==> src/rtl/core/rcpc_pkg.sv <==
// Shared types and constants for the RC pulse capture core.
// Holds request/result payload structs, register map and reset values.
// No dependencies.
package rcpc_pkg;

    // Register map of the configuration port
    typedef enum logic [2:0] {
        REG_MOTOR_LOW     = 3'd0,
        REG_MOTOR_HIGH    = 3'd1,
        REG_SERVO_LOW     = 3'd2,
        REG_SERVO_HIGH    = 3'd3,
        REG_BUTTON_LOW    = 3'd4,
        REG_BUTTON_HIGH   = 3'd5,
        REG_MOTOR_NEUTRAL = 3'd6,
        REG_SERVO_NEUTRAL = 3'd7
    } cfg_idx_t;

    // Channel codes of a request; the fourth code is unused
    localparam logic [1:0] CH_MOTOR  = 2'd0;
    localparam logic [1:0] CH_SERVO  = 2'd1;
    localparam logic [1:0] CH_SWITCH = 2'd2;

    localparam int NUM_CH = 3;

    typedef struct packed {
        logic [11:0] motor_low;
        logic [11:0] motor_high;
        logic [11:0] servo_low;
        logic [11:0] servo_high;
        logic [11:0] button_low;
        logic [11:0] button_high;
        logic [11:0] motor_neutral;
        logic [11:0] servo_neutral;
    } cfg_t;

    localparam cfg_t CFG_RESET = '{
        motor_low:     12'd1220,
        motor_high:    12'd2012,
        servo_low:     12'd928,
        servo_high:    12'd1888,
        button_low:    12'd1204,
        button_high:   12'd1710,
        motor_neutral: 12'd1528,
        servo_neutral: 12'd1376
    };

    typedef struct packed {
        logic [1:0]  req_type;
        logic [31:0] edge_time;
    } req_t;

    typedef struct packed {
        logic        width_accepted;
        logic [15:0] measured_width;
        logic        motor_write;
        logic [11:0] motor_command;
        logic        servo_write;
        logic [11:0] servo_command;
        logic        locked;
        logic        led_on;
    } rsp_t;

endpackage

==> src/rtl/core/rcpc_cfg_regs.sv <==
// Configuration register bank of the RC pulse capture core.
// Depends on rcpc_pkg for the register map and reset values.
module rcpc_cfg_regs (
    input  logic              clk,
    input  logic              rst_n,
    input  logic              cfg_write,
    input  rcpc_pkg::cfg_idx_t cfg_index,
    input  logic [11:0]       cfg_data,
    output rcpc_pkg::cfg_t    cfg
);
    import rcpc_pkg::*;

    cfg_t cfg_reg;
    cfg_t cfg_next;

    // Decode the write into the addressed field
    always_comb
    begin
        cfg_next = cfg_reg;
        if (cfg_write)
        begin
            unique case (cfg_index)
                REG_MOTOR_LOW:     cfg_next.motor_low     = cfg_data;
                REG_MOTOR_HIGH:    cfg_next.motor_high    = cfg_data;
                REG_SERVO_LOW:     cfg_next.servo_low     = cfg_data;
                REG_SERVO_HIGH:    cfg_next.servo_high    = cfg_data;
                REG_BUTTON_LOW:    cfg_next.button_low    = cfg_data;
                REG_BUTTON_HIGH:   cfg_next.button_high   = cfg_data;
                REG_MOTOR_NEUTRAL: cfg_next.motor_neutral = cfg_data;
                REG_SERVO_NEUTRAL: cfg_next.servo_neutral = cfg_data;
            endcase
        end
    end

    // Hold the bank
    always_ff @(posedge clk or negedge rst_n)
    begin
        if (!rst_n)
        begin
            cfg_reg <= CFG_RESET;
        end
        else
        begin
            cfg_reg <= cfg_next;
        end
    end

    assign cfg = cfg_reg;

endmodule

==> src/rtl/core/rcpc_measure.sv <==
// Interval measurement, window test and arming lock of the RC pulse capture core.
// Keeps the per-channel last edge time and the lock flag; builds one result.
// Depends on rcpc_pkg.
module rcpc_measure #(
    parameter int ARM_TOLERANCE = 50
) (
    input  logic           clk,
    input  logic           rst_n,
    input  rcpc_pkg::cfg_t cfg,
    input  rcpc_pkg::req_t req,
    input  logic           advance,
    output rcpc_pkg::rsp_t rsp
);
    import rcpc_pkg::*;

    localparam logic [32:0] TOL = 33'(ARM_TOLERANCE);

    logic [31:0] last_time_reg [NUM_CH];
    logic [31:0] last_time_next [NUM_CH];
    logic        lock_reg;
    logic        lock_next;

    logic        ch_valid;
    logic [31:0] last_time;
    logic [11:0] win_lo;
    logic [11:0] win_hi;
    logic [31:0] dt;
    logic [34:0] dt5;
    logic [13:0] lo4;
    logic [14:0] hi6;
    logic        in_win;
    logic [11:0] dt_sat12;
    logic [32:0] dt_ext;
    logic        near_lock;
    logic        near_unlock;

    // Select the channel's last edge and window
    always_comb
    begin
        ch_valid  = 1'b1;
        last_time = last_time_reg[0];
        win_lo    = cfg.motor_low;
        win_hi    = cfg.motor_high;
        case (req.req_type)
            CH_MOTOR:
            begin
                last_time = last_time_reg[0];
                win_lo    = cfg.motor_low;
                win_hi    = cfg.motor_high;
            end
            CH_SERVO:
            begin
                last_time = last_time_reg[1];
                win_lo    = cfg.servo_low;
                win_hi    = cfg.servo_high;
            end
            CH_SWITCH:
            begin
                last_time = last_time_reg[2];
                win_lo    = cfg.button_low;
                win_hi    = cfg.button_high;
            end
            default:
            begin
                ch_valid = 1'b0;
            end
        endcase
    end

    // Measure the interval and test it against 0.8*low .. 1.2*high as dt*5 vs low*4, high*6
    assign dt       = req.edge_time - last_time;
    assign dt5      = {3'b000, dt} + {1'b0, dt, 2'b00};
    assign lo4      = {win_lo, 2'b00};
    assign hi6      = {1'b0, win_hi, 2'b00} + {2'b00, win_hi, 1'b0};
    assign in_win   = ch_valid && (dt5 > 35'(lo4)) && (dt5 < 35'(hi6));
    assign dt_sat12 = (dt[31:12] != '0) ? 12'hFFF : dt[11:0];

    // Check the switch width against the lock and unlock positions
    assign dt_ext      = {1'b0, dt};
    assign near_lock   = (dt_ext < (33'(cfg.button_low) + TOL))
                      && ((dt_ext + TOL) > 33'(cfg.button_low));
    assign near_unlock = (dt_ext < (33'(cfg.button_high) + TOL))
                      && ((dt_ext + TOL) > 33'(cfg.button_high));

    // Build the result and the next state
    always_comb
    begin
        for (int i = 0; i < NUM_CH; i++)
        begin
            last_time_next[i] = last_time_reg[i];
        end
        lock_next = lock_reg;

        rsp                = '0;
        rsp.width_accepted = in_win;
        rsp.measured_width = ch_valid ? ((dt[31:16] != '0) ? 16'hFFFF : dt[15:0]) : 16'd0;

        case (req.req_type)
            CH_MOTOR:
            begin
                last_time_next[0] = req.edge_time;
                if (in_win && !lock_reg)
                begin
                    rsp.motor_write   = 1'b1;
                    rsp.motor_command = dt_sat12;
                end
            end
            CH_SERVO:
            begin
                last_time_next[1] = req.edge_time;
                if (in_win && !lock_reg)
                begin
                    rsp.servo_write   = 1'b1;
                    rsp.servo_command = dt_sat12;
                end
            end
            CH_SWITCH:
            begin
                last_time_next[2] = req.edge_time;
                // Lock first with neutral commands, then let unlock win
                if (in_win && near_lock)
                begin
                    lock_next         = 1'b1;
                    rsp.motor_write   = 1'b1;
                    rsp.motor_command = cfg.motor_neutral;
                    rsp.servo_write   = 1'b1;
                    rsp.servo_command = cfg.servo_neutral;
                end
                if (in_win && near_unlock)
                begin
                    lock_next = 1'b0;
                end
            end
            default:
            begin
                lock_next = lock_reg;
            end
        endcase

        rsp.locked = lock_next;
        rsp.led_on = lock_next;
    end

    // Advance the channel state when the request moves to the result register
    always_ff @(posedge clk or negedge rst_n)
    begin
        if (!rst_n)
        begin
            for (int i = 0; i < NUM_CH; i++)
            begin
                last_time_reg[i] <= '0;
            end
            lock_reg <= 1'b1;
        end
        else if (advance)
        begin
            for (int i = 0; i < NUM_CH; i++)
            begin
                last_time_reg[i] <= last_time_next[i];
            end
            lock_reg <= lock_next;
        end
    end

endmodule

==> src/rtl/core/rc_pulse_capture_with_arming_core.sv <==
// RC pulse capture with arming lock, top level.
// An accepted request goes through the input register, then the result register.
// Throughput: one request per cycle while req_stall is low; a stalled full result register
// backs up into the input register, which then raises req_stall.
// Reset: last edge times clear to zero, block starts locked, registers take default values.
// Depends on rcpc_pkg, rcpc_cfg_regs and rcpc_measure.
module rc_pulse_capture_with_arming_core #(
    parameter int ARM_TOLERANCE = 50
) (
    input  logic               clk,
    input  logic               rst_n,
    input  logic               cfg_write,
    input  rcpc_pkg::cfg_idx_t cfg_index,
    input  logic [11:0]        cfg_data,
    input  logic               req_valid,
    output logic               req_stall,
    input  rcpc_pkg::req_t     req_data,
    output logic               rsp_valid,
    input  logic               rsp_stall,
    output rcpc_pkg::rsp_t     rsp_data
);
    import rcpc_pkg::*;

    cfg_t cfg;
    req_t req_data_reg;
    logic req_valid_reg;
    rsp_t rsp_data_reg;
    logic rsp_valid_reg;
    rsp_t rsp_next;
    logic out_ready;
    logic advance;

    rcpc_cfg_regs u_cfg (
        .clk       (clk),
        .rst_n     (rst_n),
        .cfg_write (cfg_write),
        .cfg_index (cfg_index),
        .cfg_data  (cfg_data),
        .cfg       (cfg)
    );

    rcpc_measure #(
        .ARM_TOLERANCE (ARM_TOLERANCE)
    ) u_measure (
        .clk     (clk),
        .rst_n   (rst_n),
        .cfg     (cfg),
        .req     (req_data_reg),
        .advance (advance),
        .rsp     (rsp_next)
    );

    // Move a request forward whenever the result register frees up
    assign out_ready = !rsp_valid_reg || !rsp_stall;
    assign advance   = req_valid_reg && out_ready;
    assign req_stall = req_valid_reg && !out_ready;

    // Input register control
    always_ff @(posedge clk or negedge rst_n)
    begin
        if (!rst_n)
        begin
            req_valid_reg <= 1'b0;
        end
        else if (!req_stall)
        begin
            req_valid_reg <= req_valid;
        end
    end

    // Input register payload
    always_ff @(posedge clk)
    begin
        if (req_valid && !req_stall)
        begin
            req_data_reg <= req_data;
        end
    end

    // Result register control
    always_ff @(posedge clk or negedge rst_n)
    begin
        if (!rst_n)
        begin
            rsp_valid_reg <= 1'b0;
        end
        else if (out_ready)
        begin
            rsp_valid_reg <= req_valid_reg;
        end
    end

    // Result register payload
    always_ff @(posedge clk)
    begin
        if (advance)
        begin
            rsp_data_reg <= rsp_next;
        end
    end

    assign rsp_valid = rsp_valid_reg;
    assign rsp_data  = rsp_data_reg;

endmodule

==> config.mk <==
export PLATFORM = sky130hd
export DESIGN_NAME = rc_pulse_capture_with_arming_core
export DESIGN_NICKNAME = d
export VERILOG_FILES = /design/src/rtl/core/rcpc_pkg.sv /design/src/rtl/core/rcpc_cfg_regs.sv /design/src/rtl/core/rcpc_measure.sv /design/src/rtl/core/rc_pulse_capture_with_arming_core.sv
export SDC_FILE = /design/constraint.sdc
export NUM_CORES = 1
export LEC_CHECK = 0
export BUFFER_PORTS_ARGS = -buffer_cell sky130_fd_sc_hd__buf_2
export CELL_PAD_IN_SITES_DETAIL_PLACEMENT = 0
export CELL_PAD_IN_SITES_GLOBAL_PLACEMENT = 2
export CORE_ASPECT_RATIO = 0.7
export CORE_MARGIN = 2
export CORE_UTILIZATION = 44
export CTS_CLUSTER_DIAMETER = 150
export DETAILED_ROUTE_END_ITERATION = 8
export PLACE_DENSITY_LB_ADDON = 0.1
export SLEW_MARGIN = 20
export SYNTH_ARGS = -nofsm -noshare
export SYNTH_HDL_FRONTEND = slang
export SYNTH_SLANG_ARGS = --single-unit
==> constraint.sdc <==
create_clock -name clk -period 16.2 [get_ports clk]
set_input_delay 2.43 -clock clk [delete_from_list [all_inputs] [get_ports clk]]
set_output_delay 2.43 -clock clk [all_outputs]
set_load 0.02 [all_outputs]
==> flow_summary.yaml <==
drt:
  antenna_left: 0
  vias: 15400
  drtIter0Drc: 1394
  detail_route.wl_per_cell_um: 23.1
  via_per_inst: 6.06
  drc: 0
  dr.pass1.iters: 7
  drt_wl_total_mm: 58.6
synth:
  synthFlopType: "dfrtp_1"
  yosysSeqAreaShare: 0.386
  netlist.area_leader.share: 0.199
  synth_most_common_cell: "mux2_2"
  synth_edf_count: 78
  synth_warnings: 0
  synthCells: 1890
  yosys.area.top_type: "dfrtp_1"
  ys_types: 96
  synth_common_cells: "177 x mux2_2, 158 x nand2_1, 150 x dfrtp_1, 150 x ha_1, 124 x a21oi_1"
  synth_area_leaders: "dfrtp_1 20%, edfxtp_1 12%, mux2_2 11%"
  async_flop_share: 0.714
  ys_ff_latch: 273
  syn_area_um2: 18900
  synth_nets: 2097
  avgSynthCellArea_um2: 9.98
power:
  power_leakage_nw: 8.74
  power.density_nw_per_um2: 200
  max-vdd-ir-drop_mv: 0.113
  power.total_mw: 4.19
setup_path:
  critPathSlowestCell: "nand3_1"
  rr_worst_depth: 31
  crit_fanout: 32
  reg2reg_from: "req_data_reg[33]$_DFFE_PP_"
  r2r_setup_slack_ps: 6720
  cpMostUsedCell: "inv_1"
  crit_required_ps: 16590
  crit_type: "register to register"
  cp-start-kind: "register"
  endpoint_kind: "register"
  slowest_delay_ps: 680
  r2r_end: "rsp_data[1]$_DFFE_PP_"
  cp_data_arrival_time_ps: 9870
timing:
  fmax_mhz: 106
  finalHoldViolCount: 0
  rsz0062_at_grt: "false"
  setup-tns-final_ps: 0
  finClkSkew_ps: 13.9
  tightest_slew_ps: 1040
  fin_crit_sh: 0.585
  setup_viol: 0
  fin_crit_ps: 9480
  timing.hold.ws_ps: 492
  slew_headroom: 0.304
  finalMaxSlewViolations: 0
cells_and_area:
  diodes: 0
  seqCellArea_um2: 7280
  nets: 2171
  instances_no_fill: 2538
  n_fill_cell: 3908
  drive_gt1_frac: 0.229
  final_area_um2: 21000
  multi_input_area_um2: 11000
  syn_to_final_growth_pct: 11.0
clock_network:
  hold_buffers: 0
  clock_latency_ps: 580
  htreeDepth: 1
  clkSinkCount: 273
  root_buffer: "clkbuf_16"
  cts_buffers: 28
  cts.repair.resized: 0
  clkTransAtPathRegs_ps: 70
  cts_buffer_depth: 3
  cts_tree: "yes"
  post_cts.repair.setup_buffers: 0
global_routing:
  grt_usage: 0.266
  grt_pass1_wl_mm: 90.7
  grt_start_max_net_pins: 72
  antenna_found_initial: 2
  grt_pass1_vias: 14600
  grt_overflow: 0
floorplan:
  die_w_um: 251
  coreArea_um2: 42300
  row_count: 63
  die_h_um: 177
  die_area_um2: 44600
  io_pins: 101
  start_util: 0.446
place:
  gp_congestion: 0.885
  hpwl_mm: 45.4
  dp.cells: 2486
  port_buffers: 100
  place_area_um2: 20000
min_path:
  min-delay-start: "u_measure.last_time_reg[64]$_DFFE_PN0P_"
  min_to: "u_measure.last_time_reg[64]$_DFFE_PN0P_"
  min_path_type: "register to register"
  hold_depth: 2
status:
  status: "finished, final reports clean"
flow_run:
  maxCapViolCount: 0
cell type report:
cell class	count	area share
flip-flops and latches	273	0.347
well taps	552	0.0330
repair buffers	123	0.0325
multi-input cells	1459	0.526
inverters	79	0.0142
clock buffers	38	0.0396
clock inverters	14	0.00776
worst max path at each step:
stage,to,startpoint,cells past startpoint,slack (ps)
final,rsp_data[1]$_DFFE_PP_,req_data_reg[33]$_DFFE_PP_,31,6720
after global routing,rsp_data[1]$_DFFE_PP_,req_data_reg[33]$_DFFE_PP_,31,5960
after CTS,rsp_data[1]$_DFFE_PP_,req_data_reg[33]$_DFFE_PP_,31,6810
after detailed placement,rsp_data[1]$_DFFE_PP_,req_data_reg[32]$_DFFE_PP_,31,6880
after global placement,rsp_data[1]$_DFFE_PP_,req_data_reg[32]$_DFFE_PP_,31,7100
after floorplan,rsp_data[11]$_DFFE_PP_,req_data_reg[32]$_DFFE_PP_,35,9190
routing by layer:
layer,global-route usage,wire (µm),vias to the layer above
li1,-,-,7214
met1,0.451,31600,7614
met2,0.337,21300,510
met3,0.0532,4870,47
met4,0.0394,828,0
met5,0,0,-
cells by family (layout without fill, tap and decap cells):
| logic type | Yosys count | after routing | share of synthesized area |
|---|---|---|---|
| compound gates | 534 | 534 | 0.194 |
| xor+xnor | 81 | 81 | 0.0406 |
| fa+ha+maj | 153 | 153 | 0.103 |
| buf+inv | 158 | 254 | 0.0333 |
| flops | 273 | 273 | 0.386 |
| mux | 190 | 190 | 0.113 |
| simple gates | 501 | 501 | 0.131 |
critical path: cells and delay by family, from the launching register on:
family / cells / cell delay, ps
compound gates: 9 / 2630
xor+xnor: 2 / 750
fa+ha+maj: 4 / 1590
buf+inv: 5 / 1160
flops: 1 / 420
mux: 1 / 320
simple gates: 10 / 2380
where the power goes:
part | total, mW | switching, mW | internal (mW)
clock network | 0.687 | 0.293 | 0.394
registers | 0.941 | 0.0815 | 0.859
logic | 2.56 | 1.57 | 0.992
total | 4.19 | 1.94 | 2.25
cell usage in the layout, fill, tap and decap left out, types with 7 or more instances in the layout:
cell / n
a211o_1: 7
a211oi_1: 16
a21o_1: 40
a21oi_1: 124
a22o_1: 14
a22oi_1: 59
a31oi_1: 14
and2_1: 13
and3_1: 11
and4_1: 11
buf_2: 99
buf_4: 23
clkbuf_16: 29
clkbuf_8: 8
dfrtp_1: 150
dfstp_2: 45
edfxtp_1: 78
ha_1: 147
inv_1: 72
mux2_2: 177
mux2i_1: 13
nand2_1: 158
nand2b_1: 19
nand3_1: 43
nand4_1: 24
nor2_1: 106
nor2b_1: 15
nor3_1: 38
nor4_1: 14
o2111ai_1: 9
o211ai_1: 11
o21a_1: 30
o21ai_0: 112
o21bai_1: 15
o31ai_1: 8
o32ai_2: 9
or3_1: 12
xnor2_1: 61
xor2_1: 14
per-stage QoR:
stage          worst slack, ps  utilization
4_1_cts                   6810        0.495
5_1_grt                   5960        0.495
3_3_place_gp              7100        0.471
2_1_floorplan             9190            -
3_5_place_dp              6880        0.471
6_report                  6720        0.495
Power figures use the tool's default switching activity.
